--- src/rtl/swfhp_pkg.sv ---
// ----------------------------------------------------------------------------
// swfhp_pkg
// Types and constants shared by the file header parser and its checker.
// ----------------------------------------------------------------------------
package swfhp_pkg;

	localparam int BYTE_W      = 8;
	localparam int COORD_W     = 31;
	localparam int IDX_W       = 5;
	localparam int RECT_SIZE_W = 5;
	localparam int POS_W       = 8;
	localparam int DATA_W      = 208;
	localparam int STATUS_W    = 2;
	localparam int MIN_TAG_OFFSET = 13;

	localparam logic [7:0] CHAR_F = 8'h46;
	localparam logic [7:0] CHAR_C = 8'h43;
	localparam logic [7:0] CHAR_W = 8'h57;
	localparam logic [7:0] CHAR_S = 8'h53;

	typedef enum logic [1:0] {
		ST_FULL       = 2'd0,
		ST_COMPRESSED = 2'd1,
		ST_BAD_SIG    = 2'd2
	} status_t;

	typedef enum logic [4:0] {
		PH_IDLE = 5'b00001,
		PH_HEAD = 5'b00010,
		PH_RECT = 5'b00100,
		PH_TAIL = 5'b01000,
		PH_DONE = 5'b10000
	} phase_t;

	typedef struct packed {
		logic [6:0]         pad;
		logic [4:0]         first_tag_offset;
		logic [15:0]        frame_count;
		logic [15:0]        frame_rate;
		logic signed [30:0] y_max;
		logic signed [30:0] y_min;
		logic signed [30:0] x_max;
		logic signed [30:0] x_min;
		logic [31:0]        file_length;
		logic [7:0]         version;
	} hdr_data_t;

	typedef struct packed {
		status_t   status;
		hdr_data_t data;
	} hdr_res_t;

endpackage

--- src/rtl/swf_header_parser_unit.sv ---
// ----------------------------------------------------------------------------
// swf_header_parser_unit
// File header parser: signature, version, length, frame rectangle, rate, count.
// ----------------------------------------------------------------------------
// The s_ channel carries the file one byte per word, with s_tuser set on the
// first byte of each file; that byte restarts parsing whatever came before.
// The m_ channel carries one result word per file: m_tuser holds the status
// and m_tdata the header fields. Bytes before any first byte and after the
// result are taken and dropped.
// Every byte is handled in the cycle it is accepted, by the per-byte state
// update that feeds the result register; the rectangle bits of a byte are
// steered into four coordinate lanes at once, so while s_tready is high
// one byte is taken per cycle. A result is built from the byte that ends the
// header, or from the failing signature byte, and is registered.
// The result register is backed by a one-word skid register, so s_tready
// stays high while a result waits; it drops only while both hold a result,
// and rises again the cycle after m_tready is seen high.
// Reset returns the parser to waiting for a first byte and empties both
// output registers.
// ----------------------------------------------------------------------------
module swf_header_parser_unit (
	input  logic                          clk,
	input  logic                          arst_n,
	input  logic                          s_tvalid,
	output logic                          s_tready,
	input  logic [swfhp_pkg::BYTE_W-1:0]  s_tdata,   // data_byte
	input  logic [0:0]                    s_tuser,   // first_byte
	output logic                          m_tvalid,
	input  logic                          m_tready,
	// version, file_length, x_min, x_max, y_min, y_max, frame_rate,
	// frame_count, first_tag_offset, zero fill
	output logic [swfhp_pkg::DATA_W-1:0]  m_tdata,
	output logic [swfhp_pkg::STATUS_W-1:0] m_tuser   // status
);
	import swfhp_pkg::*;

	phase_t             phase_q, phase_d, phase_eff;
	logic [IDX_W-1:0]   idx_q, idx_d, idx_eff;
	logic [POS_W-1:0]   pos_q, pos_d;
	logic [4:0]         n_q, n_d;
	logic [1:0]         tail_q, tail_d;
	logic               is_c_q, is_c_d;
	logic [7:0]         version_q, version_d;
	logic [31:0]        length_q, length_d;
	logic [COORD_W-1:0] coord_q [4];
	logic [COORD_W-1:0] coord_d [4];
	logic [COORD_W-1:0] coord_nxt [4];
	logic [15:0]        rate_q, rate_d;
	logic [7:0]         count_lo_q, count_lo_d;

	logic [4:0] rect_n;
	logic [8:0] rect_end, win_end, win_lo;
	logic [8:0] fld_lo [4];
	logic [8:0] fld_hi [4];
	logic [8:0] ov_lo [4];
	logic [8:0] ov_hi [4];
	logic [3:0] take [4];
	logic [2:0] skip [4];
	logic [7:0] shl [4];
	logic [7:0] fbits [4];
	logic       rect_done;

	logic       in_acc, sig_ok, emit, pop;
	hdr_res_t   res_new, out_q, skid_q;
	logic       out_v_q, skid_v_q;

	function automatic logic [COORD_W-1:0] sext(input logic [COORD_W-1:0] c,
			input logic [4:0] n);
		logic [COORD_W-1:0] low_mask;
		logic [COORD_W-1:0] sign_mask;
		low_mask  = COORD_W'((32'd1 << n) - 32'd1);
		sign_mask = low_mask ^ (low_mask >> 1);
		if (n != 5'd31 && (|(c & sign_mask))) begin
			sext = c | ~low_mask;
		end else begin
			sext = c;
		end
	endfunction

	assign in_acc   = s_tvalid && s_tready;
	assign s_tready = !skid_v_q;
	assign pop      = out_v_q && m_tready;
	assign m_tvalid = out_v_q;
	assign m_tdata  = out_q.data;
	assign m_tuser  = out_q.status;

	always_comb begin
		rect_n   = (pos_q == '0) ? s_tdata[7:3] : n_q;
		rect_end = 9'(RECT_SIZE_W) + {2'b00, rect_n, 2'b00};
		win_lo   = {1'b0, pos_q};
		win_end  = win_lo + 9'd8;
		rect_done = (win_end >= rect_end);
		for (int k = 0; k < 4; k++) begin
			fld_lo[k] = 9'(RECT_SIZE_W) + 9'(9'(k) * {4'b0000, rect_n});
			fld_hi[k] = fld_lo[k] + {4'b0000, rect_n};
			ov_lo[k]  = (fld_lo[k] > win_lo) ? fld_lo[k] : win_lo;
			ov_hi[k]  = (fld_hi[k] < win_end) ? fld_hi[k] : win_end;
			if (ov_hi[k] > ov_lo[k]) begin
				take[k] = 4'(ov_hi[k] - ov_lo[k]);
				skip[k] = 3'(ov_lo[k] - win_lo);
			end else begin
				take[k] = '0;
				skip[k] = '0;
			end
			shl[k]   = 8'(s_tdata << skip[k]);
			fbits[k] = 8'(shl[k] >> (4'd8 - take[k]));
			if (take[k] == '0) begin
				coord_nxt[k] = coord_q[k];
			end else begin
				coord_nxt[k] = COORD_W'(coord_q[k] << take[k]) | COORD_W'(fbits[k]);
			end
		end
	end

	always_comb begin
		phase_eff = s_tuser[0] ? PH_HEAD : phase_q;
		idx_eff   = s_tuser[0] ? '0 : idx_q;
		phase_d    = phase_q;
		idx_d      = idx_q;
		pos_d      = pos_q;
		n_d        = n_q;
		tail_d     = tail_q;
		is_c_d     = is_c_q;
		version_d  = version_q;
		length_d   = length_q;
		coord_d    = coord_q;
		rate_d     = rate_q;
		count_lo_d = count_lo_q;
		emit       = 1'b0;
		res_new    = '0;
		sig_ok     = 1'b1;
		if (in_acc) begin
			phase_d = phase_eff;
			idx_d   = idx_eff + 1'b1;
			unique case (phase_eff)
				PH_HEAD: begin
					if (idx_eff < 5'd3) begin
						unique case (idx_eff[1:0])
							2'd0: sig_ok = (s_tdata == CHAR_F) || (s_tdata == CHAR_C);
							2'd1: sig_ok = (s_tdata == CHAR_W);
							default: sig_ok = (s_tdata == CHAR_S);
						endcase
						if (idx_eff == '0) begin
							is_c_d = (s_tdata == CHAR_C);
						end
						if (!sig_ok) begin
							emit           = 1'b1;
							res_new.status = ST_BAD_SIG;
							phase_d        = PH_DONE;
						end
					end else if (idx_eff == 5'd3) begin
						version_d = s_tdata;
					end else begin
						length_d[{idx_eff[1:0], 3'b000} +: 8] = s_tdata;
						if (idx_eff == 5'd7) begin
							if (is_c_q) begin
								emit                     = 1'b1;
								res_new.status           = ST_COMPRESSED;
								res_new.data.version     = version_q;
								res_new.data.file_length = length_d;
								phase_d                  = PH_DONE;
							end else begin
								phase_d = PH_RECT;
								pos_d   = '0;
								coord_d = '{default: '0};
							end
						end
					end
				end
				PH_RECT: begin
					coord_d = coord_nxt;
					n_d     = rect_n;
					pos_d   = pos_q + POS_W'(8);
					if (rect_done) begin
						phase_d = PH_TAIL;
						tail_d  = '0;
					end
				end
				PH_TAIL: begin
					tail_d = tail_q + 1'b1;
					unique case (tail_q)
						2'd0: rate_d[7:0]  = s_tdata;
						2'd1: rate_d[15:8] = s_tdata;
						2'd2: count_lo_d   = s_tdata;
						default: begin
							emit                          = 1'b1;
							res_new.status                = ST_FULL;
							res_new.data.version          = version_q;
							res_new.data.file_length      = length_q;
							res_new.data.x_min            = sext(coord_q[0], n_q);
							res_new.data.x_max            = sext(coord_q[1], n_q);
							res_new.data.y_min            = sext(coord_q[2], n_q);
							res_new.data.y_max            = sext(coord_q[3], n_q);
							res_new.data.frame_rate       = rate_q;
							res_new.data.frame_count      = {s_tdata, count_lo_q};
							res_new.data.first_tag_offset = idx_eff + 1'b1;
							phase_d                       = PH_DONE;
						end
					endcase
				end
				default: begin
					idx_d = idx_q;
				end
			endcase
		end
	end

	always_ff @(posedge clk or negedge arst_n) begin
		if (!arst_n) begin
			phase_q  <= PH_IDLE;
			idx_q    <= '0;
			pos_q    <= '0;
			n_q      <= '0;
			tail_q   <= '0;
			is_c_q   <= 1'b0;
			out_v_q  <= 1'b0;
			skid_v_q <= 1'b0;
		end else begin
			phase_q <= phase_d;
			idx_q   <= idx_d;
			pos_q   <= pos_d;
			n_q     <= n_d;
			tail_q  <= tail_d;
			is_c_q  <= is_c_d;
			if (!out_v_q || pop) begin
				if (skid_v_q) begin
					out_v_q  <= 1'b1;
					skid_v_q <= emit;
				end else begin
					out_v_q <= emit;
				end
			end else if (emit) begin
				skid_v_q <= 1'b1;
			end
		end
	end

	always_ff @(posedge clk) begin
		version_q  <= version_d;
		length_q   <= length_d;
		coord_q    <= coord_d;
		rate_q     <= rate_d;
		count_lo_q <= count_lo_d;
		if (!out_v_q || pop) begin
			if (skid_v_q) begin
				out_q <= skid_q;
				if (emit) begin
					skid_q <= res_new;
				end
			end else if (emit) begin
				out_q <= res_new;
			end
		end else if (emit) begin
			skid_q <= res_new;
		end
	end

endmodule

--- config.mk ---
export PLATFORM = sky130hd
export DESIGN_NAME = swf_header_parser_unit
export DESIGN_NICKNAME = d
export VERILOG_FILES = /design/src/rtl/swfhp_pkg.sv /design/src/rtl/swf_header_parser_unit.sv
export SDC_FILE = /design/constraint.sdc
export NUM_CORES = 1
export LEC_CHECK = 0
export BUFFER_PORTS_ARGS = -buffer_cell sky130_fd_sc_hd__buf_2
export CAP_MARGIN = 20
export CORE_MARGIN = 2
export CORE_UTILIZATION = 50
export DETAILED_ROUTE_END_ITERATION = 8
export GPL_TIMING_DRIVEN = 0
export PLACE_DENSITY_LB_ADDON = 0.1
export SYNTH_ARGS = -nofsm -noshare
export SYNTH_HDL_FRONTEND = slang
export SYNTH_SLANG_ARGS = --single-unit
--- constraint.sdc ---
create_clock -name clk -period 18.2 [get_ports clk]
set_clock_uncertainty 0.2 [all_clocks]
set_input_delay 3.64 -clock clk [delete_from_list [all_inputs] [get_ports clk]]
set_output_delay 3.64 -clock clk [all_outputs]
set_load 0.05 [all_outputs]
==> results.sh, run 1 <==
export IMPL_status="finished, final reports clean"
export IMPL_core_um2=75820
export IMPL_path_max_fanout=10
export IMPL_overflow=0
export IMPL_total_power_uw=5249
export IMPL_io_buffers=216
export IMPL_synthDistinctLibCells=112
export IMPL_syn2layout_area_growth_pct=14.63
export IMPL_place_ws_ns=4.776
export IMPL_critical_path_most_common_cell="ha_1"
export IMPL_final_instance_count_excl_fill=5034
export IMPL_rsz0062_at_grt="false"
export IMPL_postLayoutSetupSlackWorst_ns=5.263
export IMPL_worstReg2RegStart="pos_q[3]"
export IMPL_cts_buffers=71
export IMPL_cts_path_max_buffers=3
export IMPL_ys_warn_count=0
export IMPL_drive_gt1_share_pct=13.07
export IMPL_holdPathEnd="phase_q[0]"
export IMPL_dp_hpwl_mm=106.4
export IMPL_core_rowCount=101
export IMPL_fin_tns_setup_ns=0
export IMPL_final_cell_mix="edfxtp_1, nor2_1, buf_2, nand2_1, mux2i_1"
export IMPL_synthCells=3653
export IMPL_grt_use_total_pct=35.93
export IMPL_first_global_vias=31689
export IMPL_power_density_nw_per_um2=119.9
export IMPL_ios=225
export IMPL_synth_ff_type="edfxtp_1"
export IMPL_drt_iter0_markers=4292
export IMPL_ant_nets=0
export IMPL_crit_arrival_ns=13.09
export IMPL_die_area_um2=78580
export IMPL_htreeDepth=3
export IMPL_gp_congestion=1.002
export IMPL_cts_tree="yes"
export IMPL_switching_share_pct=38.18
export IMPL_required_ns=18.35
export IMPL_fmax_mhz=77.30
export IMPL_synth_seq_area_share_pct=48.36
export IMPL_power_share_clock_pct=29.5
export IMPL_vias=33614
export IMPL_finalSetupViolCount=0
export IMPL_final_min_clock_period_ns=12.94
export IMPL_cpPeakStageDelay_ns=0.86
export IMPL_hold_viol_final=0
export IMPL_grt_max_degree=33
export IMPL_hp_start="phase_q[0]"
export IMPL_peakVddDrop_v=0.0001514
export IMPL_avgSynthCellArea_um2=10.45
export IMPL_wl_per_cell_um=28.53
export IMPL_slew_viol_final=0
export IMPL_hold_depth=1
export IMPL_cts_hold_buf=0
export IMPL_crit_path_start_kind="input pin"
export IMPL_layout_commonest_cell="edfxtp_1"
export IMPL_drv_cap=0
export IMPL_worstSetupPathType="input pin to register"
export IMPL_final_nets=4129
export IMPL_p_switching_uw=2004
export IMPL_drt_first_pass_iters=8
export IMPL_clk_latency_ns=0.65
export IMPL_slowest_stage="buf_1"
export IMPL_synth_edf_count=594
export IMPL_drt_wl_total_mm=143.6
export IMPL_worstSetupEndpointType="register"
export IMPL_cts_resized_gates=0
export IMPL_die_w_um=280.3
export IMPL_numClockSinks=619
export IMPL_reg2reg_to="coord_q[0]"
export IMPL_finalCritPeriodShare_pct=71.08
export IMPL_p_int_uw=3245
export IMPL_cts_clk_slew_worst_paths_ns=0.06
export IMPL_p_leak_uw=0.01698
export IMPL_dieHeight_um=280.3
export IMPL_synth_top_area_share_pct=46.72
export IMPL_tightestPinTransition_ns=1.240
export IMPL_synth_area_um2=38180
export IMPL_antenna_found_initial=3
export IMPL_finalCoreUtilization_pct=57.72
export IMPL_post_cts_repair_setup_buffers=0
export IMPL_grt_pass1_wl_mm=208.7
export IMPL_ff2ff_setup_slack_ns=7.97
export IMPL_hold_class="register to register"
export IMPL_synth_async_reset_ratio_pct=4.039
export IMPL_power_frac_comb_pct=37.8
export IMPL_cts_root_buffer="clkbuf_16"
export IMPL_drcViolationCount=0
export IMPL_start_util_pct=50.35
export IMPL_ff2ff_path_depth=33
export IMPL_max_slew_margin_pct=17.31
export IMPL_power_frac_seq_pct=32.7
export IMPL_place_inst=4899
export IMPL_vias_per_cell=6.677
export IMPL_yosys_top_cells_area="edfxtp_1, mux2i_1, ha_1"
export IMPL_yosysTopAreaCell="edfxtp_1"
export IMPL_synth_ff_latch_count=619
## cells by family after synthesis
family / after synthesis / share of synthesized area [%]
AOI/OAI and AO/OA: 1084 / 20.57
xor gates and xnor gates: 45 / 1.118
adders and majority gates: 118 / 3.985
buffers and inverters: 412 / 4.457
DFF: 619 / 48.36
muxes: 311 / 8.482
other: 2 / 0.01967
and+or+nand+nor: 1062 / 13.00
## power by group through the flow
stage / registers [uW] / clock network, uW / logic [uW]
finish: 1720 / 1550 / 1980
global placement: 1810 / 0 / 1900
floorplan: 2000 / 0 / 1230
global route: 1730 / 1620 / 2110
CTS: 1720 / 1570 / 1940
detailed placement: 1750 / 0 / 1940
## critical path, delay by kind of cell
family                   cells  cell delay, ns
buffers and inverters        8            2.64
AO/OA/AOI/OAI                9            2.41
adder cells (fa/ha/maj)      6            1.94
AND/OR/NAND/NOR              7            1.46
XOR/XNOR                     2            0.56
multiplexers                 1            0.41
## how the worst max path moves through the flow
stage               startpoint           end  slack, ns  depth (start not counted)
floorplan              s_tuser    m_tdata[0]       1.71                         13
CTS                 s_tdata[6]    coord_q[2]       5.44                         34
global placement       s_tuser  m_tdata[140]      -3.09                         13
finish              s_tdata[6]    coord_q[0]       5.26                         33
global route        s_tdata[4]    coord_q[0]       4.86                         34
detailed placement  s_tdata[6]    coord_q[2]       4.78                         34
## flip-flops by register name (all words and copies together) (netlist names), 8 cells and up
register,count
skid_q,203
count_lo_q,8
m_tdata,201
length_q,32
coord_q,124
rate_q,16
version_q,8
## stage by stage
step	hold WS, ns	instance area (um^2)
after floorplan	0.2810	38240
after global placement	0.2907	40540
after detailed placement	0.2918	41220
after CTS	0.3029	43730
after global routing	0.3157	43760
final	0.3038	43760
## cell type report
cell class                      count  area, um^2
Antenna cell                        2       5.005
Buffer                            275        1185
Clock buffer                       81        1836
Clock inverter                     48       676.9
Fill cell                        6661       32060
Inverter                          137       516.7
Multi-Input combinational cell   2638       18160
Sequential cell                   619       18460
Tap cell                          978        1224
Timing Repair Buffer              256        1695
## cell usage after synthesis, types with 28 or more instances
library cell    n
a21o_1        100
a211oi_1       57
nand2_1       275
nand3_1        61
and2_1         57
o22ai_1        64
a22oi_1        89
buf_2          54
mux2i_1       267
nor3_1        170
ha_1          112
o21a_1        133
a21oi_1       132
a22o_1         28
nor2_1        325
edfxtp_1      594
o21ai_0       150
and3_1         36
inv_1         124
xnor2_1        31
clkbuf_1      183
mux2_2         37
a221o_1       103
## layer usage
layer / vias to the layer above / part of all wire (%) / track usage (%)
met5: - / 0.018 / 0
met4: 4 / 4.9 / 15.95
met3: 385 / 13 / 9.868
met2: 2144 / 42 / 51.52
met1: 16388 / 41 / 50.72
li1: 14693 / - / -
Power figures use the tool's default switching activity.
==> run 2, diff against run 1 <==
==> constraint.sdc (replaced) <==
create_clock -name clk -period 12.6 [get_ports clk]
set_clock_uncertainty 0.2 [all_clocks]
set_input_delay 2.52 -clock clk [delete_from_list [all_inputs] [get_ports clk]]
set_output_delay 2.52 -clock clk [all_outputs]
set_load 0.05 [all_outputs]
==> results.sh, run 2 (same netlist as run 1, synthesis figures left out) <==
export IMPL_htreeDepth=3
export IMPL_finalSetupViolCount=0
export IMPL_p_leak_uw=0.01694
export IMPL_status="finished, final reports clean"
export IMPL_finalCritPeriodShare_pct=93.82
export IMPL_drive_gt1_share_pct=13.12
export IMPL_die_w_um=280.3
export IMPL_slew_viol_final=0
export IMPL_core_rowCount=101
export IMPL_io_buffers=216
export IMPL_grt_pass1_wl_mm=209.1
export IMPL_worstReg2RegStart="pos_q[3]"
export IMPL_stdcell_area_um2=43630
export IMPL_worstSetupEndpointType="register"
export IMPL_max_slew_margin_pct=12.51
export IMPL_regMostFlops="skid_q"
export IMPL_ant_nets=0
export IMPL_hold_class="register to register"
export IMPL_worstSetupPathType="input pin to register"
export IMPL_antenna_cells=0
export IMPL_final_nets=4131
export IMPL_grt_max_degree=33
export IMPL_vias=33649
export IMPL_reg2reg_to="coord_q[0]"
export IMPL_drcViolationCount=0
export IMPL_die_area_um2=78580
export IMPL_drt_first_pass_iters=9
export IMPL_required_ns=12.75
export IMPL_critical_path_buf_inv_count=8
export IMPL_antenna_found_initial=1
export IMPL_cts_path_max_buffers=3
export IMPL_start_util_pct=50.35
export IMPL_hold_depth=1
export IMPL_rsz0062_at_grt="false"
export IMPL_cts_clk_slew_worst_paths_ns=0.06
export IMPL_drv_cap=0
export IMPL_grt_use_total_pct=35.94
export IMPL_cp_top_family="buffers and inverters"
export IMPL_cts_tree="yes"
export IMPL_cts_resized_gates=0
export IMPL_ios=225
export IMPL_ff2ff_path_depth=33
export IMPL_vias_per_cell=6.687
export IMPL_path_max_fanout=10
export IMPL_dieHeight_um=280.3
export IMPL_clk_latency_ns=0.64
export IMPL_layout_commonest_cell="edfxtp_1"
export IMPL_largest_register_ffs=203
export IMPL_final_cell_mix="edfxtp_1, nor2_1, nand2_1"
export IMPL_drt_wl_total_mm=144.7
export IMPL_hp_start="skid_q[195]"
export IMPL_post_cts_repair_setup_buffers=0
export IMPL_holdPathEnd="m_tdata[195]"
export IMPL_cts_root_buffer="clkbuf_16"
export IMPL_ff2ff_setup_slack_ns=2.38
export IMPL_drt_iter0_markers=4345
export IMPL_power_density_nw_per_um2=171.5
export IMPL_critical_path_most_common_cell="ha_1"
export IMPL_syn2layout_area_growth_pct=14.28
export IMPL_dp_hpwl_mm=106.6
export IMPL_crit_arrival_ns=11.97
export IMPL_overflow=0
export IMPL_core_um2=75820
export IMPL_cpPeakStageDelay_ns=0.84
export IMPL_wl_per_cell_um=28.76
export IMPL_hold_viol_final=0
export IMPL_cts_buffers=69
export IMPL_fmax_mhz=84.59
export IMPL_peakVddDrop_v=0.0001890
export IMPL_final_min_clock_period_ns=11.82
export IMPL_numClockSinks=619
export IMPL_gp_congestion=0.9945
export IMPL_first_global_vias=31698
export IMPL_cts_hold_buf=0
export IMPL_fin_tns_setup_ns=0
export IMPL_slowest_stage="buf_1"
export IMPL_crit_path_start_kind="input pin"
export IMPL_dpl_instance_area_um2=41200
export IMPL_tightestPinTransition_ns=1.304
## run 2: changes by cell type in the layout (fill, tap and decap cells not counted), moves of 3 or more
cell,previous run,this run
clkinv_2,6,9
clkbuf_8,0,3
clkbuf_1,192,195
bufinv_16,13,10
clkinv_1,22,17
clkbuf_16,72,69
buf_6,11,6
buf_4,17,24
## run 2: worst max path at each step
stage                           from           to  slack (ns)  cells past startpoint
after floorplan              s_tuser   m_tdata[0]        1.62                     13
after global placement       s_tuser  skid_q[123]       -2.30                     13
after detailed placement  s_tdata[6]  coord_q[97]        0.37                     30
after CTS                 s_tdata[6]   coord_q[0]        0.98                     33
after global routing      s_tdata[6]   coord_q[0]        0.19                     33
final                     s_tdata[6]   coord_q[0]        0.78                     33
## run 2: area by class of cell
class | instances | area (um^2)
repair buffers | 260 | 1727
inverters | 137 | 516.7
multi-input cells | 2638 | 18160
well taps | 978 | 1224
clock buffers | 84 | 1813
plain buffers | 275 | 1185
flip-flops and latches | 619 | 18460
clock inverters | 41 | 539.3
fillers | 6675 | 32190
## run 2: per-layer routing
| layer | wire, um | global-route usage [%] |
|---|---|---|
| met1 | 58730 | 49.71 |
| met2 | 62620 | 53.70 |
| met3 | 16470 | 8.910 |
| met4 | 6922 | 15.44 |
| met5 | 0 | 0 |
## run 2: where the power goes
group          leakage, uW  internal [uW]  switching [uW]  total [uW]
Sequential         0.00545           2430            50.0        2480
Clock              0.00114           1250             890        2140
Combinational       0.0103            925            1940        2870
Total               0.0169           4600            2880        7480
## run 2: through the flow
step / cells / worst slack [ns] / total power [uW] / utilization, % / hold WS [ns]
after detailed placement: 4899 / 0.3730 / 5326 / 54.34 / 0.2965
after CTS: 5024 / 0.9791 / 7446 / 57.45 / 0.3026
after global routing: 5032 / 0.1939 / 7781 / 57.54 / 0.3209
after global placement: 4863 / -2.297 / 5335 / 53.48 / 0.2954
final: 5032 / 0.7782 / 7484 / 57.54 / 0.3050
after floorplan: 3669 / 1.622 / 4641 / - / 0.2810
